$ cat src/rtl/core/m4xf_pkg.sv
// Shared types, command codes and fixed-point constants for the 4x4 matrix transform unit.
`timescale 1ns / 1ps

package m4xf_pkg;

  // Fractional bits of the Q format and the widths that follow from it.
  localparam int FRAC_BITS = 16;
  localparam int TERM_W    = 64 - FRAC_BITS;
  localparam int SUM_W     = TERM_W + 2;

  localparam logic [31:0] ONE_FIX = 32'(64'd1 << FRAC_BITS);

  localparam logic [31:0] RES_MAX = 32'h7FFF_FFFF;
  localparam logic [31:0] RES_MIN = 32'h8000_0000;

  // Command codes carried in the cmd field.
  localparam logic [2:0] CMD_LOAD  = 3'd0;
  localparam logic [2:0] CMD_IDENT = 3'd1;
  localparam logic [2:0] CMD_TRANS = 3'd2;
  localparam logic [2:0] CMD_MUL   = 3'd3;
  localparam logic [2:0] CMD_POINT = 3'd4;

  typedef struct packed {
    logic [2:0]         cmd;
    logic [1:0]         column_index;
    logic signed [31:0] elem0;
    logic signed [31:0] elem1;
    logic signed [31:0] elem2;
    logic signed [31:0] elem3;
  } item_t;

  typedef struct packed {
    logic signed [31:0] res0;
    logic signed [31:0] res1;
    logic signed [31:0] res2;
    logic signed [31:0] res3;
    logic               saturated;
  } result_t;

  // Per-lane control from the issue stage.
  typedef struct packed {
    logic en;     // capture new terms
    logic point;  // point transform: column 3 term is the translation entry
    logic zero;   // row forced to zero (row 3 of a point transform)
  } lane_ctl_t;

  // What one lane hands to the merging stage.
  typedef struct packed {
    logic signed [31:0] value;
    logic               sat;
  } lane_res_t;

  // Reset / identity value of matrix entry i (column major, diagonal at i % 5 == 0).
  function automatic logic [31:0] ident_entry(input logic [3:0] i);
    logic [31:0] v;
    v = ((i == 4'd0) || (i == 4'd5) || (i == 4'd10) || (i == 4'd15)) ? ONE_FIX : 32'd0;
    return v;
  endfunction

endpackage

$ cat src/rtl/core/m4xf_merge.sv
// Merging stage: gathers the four lane results and the saturation flag into the output register.
`timescale 1ns / 1ps

module m4xf_merge (
  input  logic                  clk,
  input  logic                  rst,
  input  logic                  issue_valid,
  input  m4xf_pkg::lane_res_t   lane_res [4],
  input  logic                  result_ready,
  output logic                  result_valid,
  output m4xf_pkg::result_t     result,
  output logic                  advance
);

  m4xf_pkg::result_t result_next;

  // The output register can take a new beat when it is empty or being drained.
  assign advance = !result_valid || result_ready;

  always_comb begin
    result_next.res0      = lane_res[0].value;
    result_next.res1      = lane_res[1].value;
    result_next.res2      = lane_res[2].value;
    result_next.res3      = lane_res[3].value;
    result_next.saturated = lane_res[0].sat | lane_res[1].sat
                          | lane_res[2].sat | lane_res[3].sat;
  end

  always_ff @(posedge clk) begin
    if (rst) begin
      result_valid <= 1'b0;
    end else if (advance) begin
      result_valid <= issue_valid;
    end
  end

  always_ff @(posedge clk) begin
    if (advance && issue_valid) begin
      result <= result_next;
    end
  end

endmodule

$ cat config.mk
export PLATFORM = sky130hd
export DESIGN_NAME = m4xf_merge
export DESIGN_NICKNAME = d
export VERILOG_FILES = /design/src/rtl/core/m4xf_pkg.sv /design/src/rtl/core/m4xf_merge.sv
export SDC_FILE = /design/constraint.sdc
export NUM_CORES = 1
export LEC_CHECK = 0
export BUFFER_PORTS_ARGS = -buffer_cell sky130_fd_sc_hd__buf_2
export CAP_MARGIN = 10
export CORE_AREA = 2 2 103 105
export CTS_BUF_LIST = sky130_fd_sc_hd__clkbuf_16
export CTS_CLUSTER_DIAMETER = 100
export CTS_CLUSTER_SIZE = 25
export DETAILED_ROUTE_END_ITERATION = 7
export DIE_AREA = 0 0 105 107
export PLACE_DENSITY = 0.76
export RECOVER_POWER = 100
export SKIP_CTS_REPAIR_TIMING = 1
export SLEW_MARGIN = 20
export SYNTH_ARGS = -nofsm -noshare
export SYNTH_HDL_FRONTEND = slang
export SYNTH_SLANG_ARGS = --single-unit
$ cat constraint.sdc
create_clock -name clk -period 5 [get_ports clk]
set_input_delay 0.5 -clock clk [delete_from_list [all_inputs] [get_ports clk]]
set_output_delay 0.5 -clock clk [all_outputs]
set_load 0.01 [all_outputs]
==> results of run 1 <==
==> sequential cells by signal, summed over array words and instances (netlist names) <==
signal,cells
result,129
result_valid,1
==> cells in the mapped netlist (all sizes together) <==
cell / count
inv: 1
and2: 1
or4: 1
a21oi: 1
edfxtp: 129
dfxtp: 1
nand2b: 1
==> path summary, 6_finish.rpt <==
check	slack, ns	to
max	2.67	result[37]
min	0.26	result_valid
max reg2reg	2.67	result[37]
min reg2reg	0.54	result_valid
==> metal layers <==
layer / up-vias / share of wire / wire, um / GRT usage
li1: 1127 / - / - / -
met1: 1119 / 0.36 / 3120 / 0.167
met2: 170 / 0.50 / 4360 / 0.243
met3: 9 / 0.12 / 1050 / 0.0900
met4: 2 / 0.013 / 109 / 0.0648
met5: - / 0.0018 / 16 / 0
==> power by group through the flow <==
stage          clock (uW)  sequential (uW)  combinational, uW
3_3_place_gp            0             1310                170
6_report             1110             1290                156
3_5_place_dp            0             1310                174
5_1_grt              1190             1300                170
4_1_cts              1140             1290                175
2_1_floorplan           0             1360               19.8
==> metrics by stage <==
stage / instance area (um2) / instances
2_1_floorplan: 3920 / 135
3_3_place_gp: 5430 / 538
3_5_place_dp: 5430 / 538
4_1_cts: 5980 / 570
5_1_grt: 5810 / 570
6_report: 5810 / 570
==> critical path, stage by stage (launching register included) <==
cell,delay (ns)
dfxtp_1,0.32
nand2b_1,0.10
and2_4,0.77
buf_4,0.69
==> kinds of logic after synthesis <==
family | count (synthesis) | share of synthesized area
simple gates | 3 | 0.00511
compound gates | 1 | 0.00127
buf+inv | 1 | 0.000956
flops | 130 | 0.993
==> cell usage in the layout, fill, tap and decap left out, drive strengths merged <==
cell and n:
or4 1, buf 134, clkinvlp 6, and2 1
nand2b 1, clkbuf 150, bufinv 1, a21oi 1
dfxtp 1, edfxtp 129, clkinv 7, inv 2
==> area by class of cell <==
class | instances | area, um2
inverters | 1 | 3.75
clock inverters | 15 | 121
multi-input cells | 4 | 27.5
repair buffers | 267 | 1170
flip-flops and latches | 130 | 3890
clock buffers | 17 | 425
well taps | 136 | 170
fillers | 863 | 4280
==> metrics.txt, run 1 <==
Post-Synthesis Cells approximately 140; total grt overflow 0; power share of the clock group 0.433; CTS tree done; CTS max path bufs 2; slew at the pin closest to its max-slew limit ~0.97 ns; Hold Vio Cnt, Final 0; Vias/cell between 4 and 5; fmax between 400 and 500 MHz; fin util 0.576; Vias approximately 2,400; Final Skew 0.00490 ns; cell taking the most area after synthesis edfxtp_1; CP arrival roughly 2.4 ns; Min Hold Slack roughly 0.26 ns; Distinct cells, synth 7; Die Width roughly 110 um; diode count 0; Area Growth Syn to Fin 48.2%; Req. time, crit path between 5 and 6 ns; GRT Util Overall 0.153; type of the worst setup path flip-flop to flip-flop; final period utilization 0.465; ANT nets after route 0; antenna violations before repair 1; drt first pass iters 4; PwrDens 440 nW/um2; residual DRC count 0; relative slew slack 0.353; PnR Total Power 2560 uW; top-area cell type share of the netlist area 0.988; Seq cells post-synth 130; Mapped Area about 4000 um2; reg2reg path depth 3; final worst setup slack ~2.7 ns; Switch Pwr between 500 and 600 uW; Comb power frac 0.061; Initial Util 0.389; die area 11,200 um2; CP Launch Point result_valid; Hold WC Path Type input port to flip-flop; RSZ-0062 raised after global routing no; setup_tns 0 ns; CTS sink cnt 130; Net Count, Synth about 270; share of cells above drive strength 1 0.382; Flop pwr share 0.506; Setup crit end kind flip-flop; Clock Latency Late Sink ~0.40 ns; Synth Area per Inst ~29 um2; Synth Warn # 0; vias in the first global route between 2,000 and 2,500; HPWL after detailed placement between 6 and 7 mm; first-pass GRT wire length approximately 12 mm; Max Cap Viol 0; DR iter-0 viols roughly 120; internal power 2010 uW; Total Routed Length about 8.7 mm; Leak approximately 0.0022 uW; post-DR wirelength/cell between 15 and 20 um; pin count of the biggest net entering global routing 78; status complete, no violations; gp weighted congestion roughly 0.69; clock transition at the registers of the reported paths about 0.05 ns; die height between 100 and 150 um; post-synthesis sequential area ratio 0.993; nets 557; hold path depth 2; Sw Share 0.213; total CTS buffers 17; Area contributors post-synth edfxtp_1 (99%), dfxtp_1 (0.51%), or4_1 (0.19%), and2_1 (0.16%), nand2b_1 (0.16%); VDD IR max ~0.29 mV; worst reg2reg startpoint result_valid; Max Slew Vio Count 0; worst-path fanout max 77; Setup violations, final 0; CP Launch Type flip-flop; fin crit period roughly 2.3 ns; number of port buffers between 200 and 300; Ports 267; Clock Tree Root clkbuf_16; Rows 37; H-tree depth 4; Post-Place Worst Slack around 2.4 ns; hold_sp rst; Placeable Area 10,100 um2
No activity file was read; power rests on OpenSTA's default activity.
==> run 2: changes to the inputs <==
Clock period 5 ns to 2.4 ns, I/O delays scaled along.
==> run 2 against run 1 <==
Compared with the run above: clock power is 140% higher; register-to-register slack worse by 2.0 ns; sequential cell count stayed put; first-iteration DRC count is 32% lower; critical path type unchanged; critical endpoint is now result[6]; largest power group unchanged.
==> metrics.txt, run 2 (synthesis gave the netlist of run 1 again) <==
status complete, no violations; Clock Latency Late Sink 0.40 ns; Rows 37; CTS tree done; Req. time, crit path 2.41 ns; diode count 0; nets 586; Area Growth Syn to Fin 57.5%; Vias/cell 4.18; PnR Total Power between 5000 and 6000 uW; PwrDens between 900 and 1000 nW/um2; vias in the first global route 2,432; Max Slew Vio Count 0; Final Skew between 0.004 and 0.005 ns; gp weighted congestion about 0.74; CP cell instances nand2b_1, and2_4, clkbuf_4; clock transition at the registers of the reported paths roughly 0.06 ns; Critical-path top delay cell clkbuf_4; residual DRC count 0; CP Launch Type flip-flop; H-tree depth 4; placed cell area around 5500 um2; relative slew slack 0.417; fillcell total slightly above 800; drt first pass iters 5; fmax just under 600 MHz; first-pass GRT wire length approximately 12 mm; Initial Util 0.389; antenna violations before repair 0; Ports around 270; ANT nets after route 0; fin crit period between 1.5 and 2 ns; Biggest register result; Setup crit end kind flip-flop; setup_tns 0 ns; share of cells above drive strength 1 0.351; HPWL after detailed placement around 6.4 mm; slew at the pin closest to its max-slew limit roughly 0.9 ns; Total Routed Length slightly above 9 mm; final period utilization 0.707; Max Cap Viol 0; slowest stage delay, CP roughly 0.7 ns; CTS sink cnt 130; die area 11,200 um2; total CTS buffers 17; VDD IR max between 0.4 and 0.5 mV; Vias about 2,500; max FFs per register between 100 and 150; Leak about 0.0024 uW; die height between 100 and 150 um; Hold Vio Cnt, Final 0; number of port buffers approximately 270; RSZ-0062 raised after global routing no; GRT Util Overall 0.146; most frequent cells in the layout buf_2 (133), clkbuf_1 (133), edfxtp_1 (129), dlygate4sd3_1 (28), clkbuf_16 (17); post-DR wirelength/cell approximately 15 um; total grt overflow 0; Sequential Area 3890 um2; Placeable Area between 10,000 and 15,000 um2; top flop regs result: 129 flops, result_valid: 1 flops; worst-path fanout max 67; CP arrival between 1.5 and 2 ns; CTS max path bufs 2; Clock Tree Root clkbuf_16; pin count of the biggest net entering global routing a little under 70; Setup violations, final 0; multi-input combinational cell area about 28 um2; Hold WC Path Type input port to flip-flop; type of the worst setup path flip-flop to flip-flop; DR iter-0 viols 80; Die Width around 110 um; Design Area, Final ~6200 um2
-- run 2: changes by cell type in the layout (fill, tap and decap cells not counted), sizes merged --
cell | previous run | this run
bufinv | 1 | 5
clkinvlp | 6 | 2
buf | 134 | 133
dlygate4sd3 | 0 | 28
clkbuf | 150 | 152
clkinv | 7 | 4
inv | 2 | 4
-- run 2: layout make-up --
class	count	share of cell area
Clock inverter	14	0.0320
Tap cell	136	0.0275
Inverter	1	0.000608
Clock buffer	17	0.0689
Timing Repair Buffer	296	0.236
Multi-Input combinational cell	4	0.00446
Sequential cell	130	0.630
-- run 2: critical path: cells and delay by family (launching register included) --
family	cells	cell delay [ns]
buffers and inverters	1	0.68
DFF	1	0.31
and+or+nand+nor	2	0.28
-- run 2: report_power, final --
group          internal, uW  switching, uW  total (uW)
registers              2660           35.3        2700
logic                   157            207         364
clock network          1820            846        2660
-- run 2: through the flow --
step / util / cells / hold WS, ns / setup slack (ns)
CTS: 0.603 / 570 / -0.00895 / 1.11
detailed placement: 0.542 / 539 / 0.413 / 1.08
global route: 0.612 / 598 / 0.0000946 / 0.583
floorplan: - / 135 / 0.309 / 0.520
global placement: 0.542 / 539 / 0.399 / 1.10
finish: 0.612 / 598 / 0.0172 / 0.703
-- run 2: per-layer routing --
layer | GRT usage | part of all wire | routed length (um)
met5 | 0 | 0 | 0
met4 | 0.0571 | 0.013 | 123
met3 | 0.0675 | 0.10 | 924
met2 | 0.247 | 0.52 | 4800
met1 | 0.159 | 0.36 | 3340
-- run 2: final timing paths --
kind / from / end / slack, ns / cells past startpoint
setup / recovery: result_valid / result[6] / 0.70 / 3
hold / removal: lane_res[97] / result[95] / 0.02 / 1
setup reg to reg: result_valid / result[6] / 0.70 / 3
hold reg to reg: result_valid / result_valid / 0.56 / 2
==> run 3: changes to the inputs <==
Settings changed: ABC_AREA set to 1, CORE_AREA 2 2 103 105 to not set, CORE_UTILIZATION set to 37, DIE_AREA 0 0 105 107 to not set, PLACE_DENSITY 0.76 to 0.75.
Clock period 2.4 ns to 1.43 ns, I/O delays scaled along.
==> run 3 against run 2 <==
Compared with the run above: the run now fails in 5_1_grt; area after synthesis increased by 0.26%; synthesized cell count increased by 2.2%.
==> metrics.txt, run 3 <==
simple-gate area share of the yosys netlist 0.00445; H-tree depth 4; Seq cells post-synth 130; HPWL after detailed placement about 6 mm; CTS max path bufs 2; Post-Synthesis Cells about 140; area fraction in compound gates after synthesis 0.00350; cell taking the most area after synthesis edfxtp_1; Rows 37; die height approximately 110 um; number of port buffers 266; Net Count, Synth around 270; Synth Area per Inst 28.5 um2; Ports 267; top-area cell type share of the netlist area 0.985; Mapped Area ~3900 um2; combinational family with the most area after synthesis simple AND/OR/NAND/NOR gates; last stage reached 5_1_grt; post-synthesis mux area share 0; Distinct cells, synth 9; most frequent cell after synthesis edfxtp_1; Initial Util 0.381; Synth Warn # 0; Area contributors post-synth edfxtp_1 (99%), dfxtp_1 (0.51%), a21oi_2 (0.22%), nor2_1 (0.19%), nand2_2 (0.16%); CTS sink cnt 130; Post-synth EDFFs about 130; total CTS buffers 17; Clock Tree Root clkbuf_16; Placed Cells 542; Die Width 105 um; stop err [ERROR RSZ-0060] Max buffer count reached.; pin count of the biggest net entering global routing 68; status stopped before the end; asr flop ratio synth 0; post-synthesis adder-cell area fraction 0; top cells by count, synth edfxtp_1 (129), nor2_1 (2); Synth Flop Type edfxtp_1; gp weighted congestion ~0.75; xor/xnor cell area share of the yosys netlist 0; post-synthesis sequential area ratio 0.990
[run 3: cell types whose count changed after synthesis]
cell,before,now
a21oi_2,0,1
and2_1,1,0
inv_2,0,1
nand2_1,0,1
nand2_2,0,1
nand2b_1,1,0
nor2_1,0,2
or4_1,1,0
[run 3: stage by stage]
step           hold WS (ns)  setup WS [ns]  utilization  area (um2)
2_1_floorplan         0.198          -1.49            -        3950
3_3_place_gp          0.296          0.212        0.531        5490
3_5_place_dp          0.303          0.179        0.531        5490
4_1_cts              -0.124          0.170        0.589        6080
[run 3: logic make-up after synthesis]
group                  after synthesis
flip-flops                         130
AO/OA/AOI/OAI                        2
AND/OR/NAND/NOR                      4
buffers and inverters                2
==> run 4: changes to the inputs <==
Settings changed: CORE_UTILIZATION 37 to 25, CTS_BUF_LIST sky130_fd_sc_hd__clkbuf_16 to not set, CTS_CLUSTER_DIAMETER 100 to not set, CTS_CLUSTER_SIZE 25 to not set, PLACE_DENSITY 0.75 to not set, PLACE_DENSITY_LB_ADDON set to 0.15.
Clock period 1.43 ns to 1.86 ns, I/O delays scaled along.
==> run 4 against run 3 <==
Compared with the run above: the flow now finishes without violations; area after synthesis stayed put; synthesized cell count stayed put.
==> metrics.txt, run 4 <==
post-DR wirelength/cell about 14 um; vias in the first global route ~2,600; final cell count without fillers just under 800; pin count of the biggest net entering global routing 79; Final Skew roughly 0.007 ns; post-synthesis sequential area ratio 0.990; Synth Area per Inst approximately 28 um2; DR iter-0 viols 94; Setup crit end kind flip-flop; top-area cell type share of the netlist area 0.985; Seq cells post-synth 130; Req. time, crit path about 1.9 ns; CP cell instances a21oi_4, buf_12; Placeable Area 15,300 um2; diode count 0; CTS max path bufs 2; share of cells above drive strength 1 0.295; die height 127 um; Mapped Area around 3900 um2; post-synthesis adder-cell area fraction 0; gp weighted congestion between 0.7 and 0.8; CTS sink cnt 130; relative slew slack 0.711; RSZ-0062 raised after global routing no; Synth Warn # 0; slowest stage delay, CP around 0.35 ns; Area contributors post-synth edfxtp_1 (99%), dfxtp_1 (0.51%), a21oi_2 (0.22%), nor2_1 (0.19%), nand2_2 (0.16%); Crit path max-delay family buffers and inverters; total grt overflow 0; cell taking the most area after synthesis edfxtp_1; Max Slew Vio Count 0; Synth Flop Type edfxtp_1; Min Hold Slack roughly 0.034 ns; Initial Util 0.258; die area ~16,000 um2; area fraction in compound gates after synthesis 0.00350; Placed Cells approximately 620; post-synthesis mux area share 0; CTS tree done; Buf/Inv on CP 1; most common cell after layout, fill and taps aside clkbuf_1; Post-synth EDFFs ~130; most frequent cells in the layout clkbuf_1 (135), buf_2 (134), dlygate4sd3_1 (129), edfxtp_1 (129), clkbuf_16 (17); max FFs per register approximately 130; Clock Tree Root clkbuf_16; Total Routed Length approximately 11 mm; Post-Synthesis Cells 138; H-tree depth 4; asr flop ratio synth 0; nets between 600 and 700; Net Count, Synth around 270; clock transition at the registers of the reported paths 0.06 ns; ANT nets after route 0; Setup violations, final 0; Biggest register result; total CTS buffers 17; PwrDens 1030 nW/um2; number of port buffers 266; status complete, no violations; GRT Util Overall 0.125; top flop regs result: 129 flops, result_valid: 1 flops; drt first pass iters 4; xor/xnor cell area share of the yosys netlist 0; Area Growth Syn to Fin 85.7%; worst-path fanout max between 70 and 80; combinational family with the most area after synthesis simple AND/OR/NAND/NOR gates; Max Cap Viol 0; Leak around 0.0028 uW; VDD IR max between 0.6 and 0.7 mV; CP Launch Type flip-flop; Rows 45; setup_tns 0 ns; most frequent cell after synthesis edfxtp_1; PnR Total Power 7510 uW; Hold Vio Cnt, Final 0; Clock Latency Late Sink approximately 0.40 ns; Distinct cells, synth 9; top cells by count, synth edfxtp_1 (129), nor2_1 (2); fin crit period 1.36 ns; Critical-path top delay cell buf_12; Die Width between 100 and 150 um; Ports around 270; final period utilization 0.731; fmax roughly 740 MHz; HPWL after detailed placement 7.48 mm; Hold WC Path Type input port to flip-flop; CP arrival roughly 1.4 ns; residual DRC count 0; first-pass GRT wire length ~14 mm; simple-gate area share of the yosys netlist 0.00445; type of the worst setup path flip-flop to flip-flop; antenna violations before repair 0; slew at the pin closest to its max-slew limit 0.434 ns; Vias/cell between 3 and 4; Vias roughly 3,000
run 4: cell counts after synthesis:
No cell type changed its count.
run 4: logic make-up (layout without fill, tap and decap cells):
group | Yosys count | after routing
flops | 130 | 130
simple gates | 4 | 4
compound gates | 2 | 2
buf+inv | 2 | 430
run 4: per-layer routing:
layer | routed length [um] | share of wire | track usage
met5 | 0 | 0 | 0
met4 | 163 | 0.015 | 0.0644
met3 | 975 | 0.089 | 0.0787
met2 | 6070 | 0.55 | 0.213
met1 | 3760 | 0.34 | 0.115
run 4: worst paths after layout:
kind	slack [ns]	from	cells past startpoint	end
setup / recovery	0.50	result_valid	2	result[24]
hold / removal	0.03	lane_res[0]	3	result[0]
setup reg to reg	0.50	result_valid	2	result[24]
hold reg to reg	0.55	result_valid	2	result_valid
run 4: layout make-up:
cell class	instances	area, um2
Inverter	2	7.51
Multi-Input combinational cell	6	40.0
Fill cell	1399	7960
Sequential cell	130	3890
Clock inverter	11	163
Tap cell	211	264
Clock buffer	20	437
Timing Repair Buffer	397	2500
run 4: power by group:
group / switching [uW] / leakage, uW / internal [uW]
Clock: 1150 / 0.000297 / 2220
Sequential: 46.7 / 0.00125 / 3430
Combinational: 310 / 0.00126 / 349
run 4: worst register-to-register path: cells and delay by family (launching register included):
family / cells / cell delay, ns
buffers and inverters: 1 / 0.35
flip-flops: 1 / 0.34
AO/OA/AOI/OAI: 1 / 0.22
run 4: per-stage QoR:
stage	area, um2	worst slack [ns]	utilization
finish	7300	0.500	0.479
global route	7300	0.423	0.479
CTS	6180	0.528	0.405
detailed placement	5580	0.534	0.366
global placement	5580	0.551	0.366
floorplan	3950	-1.06	-
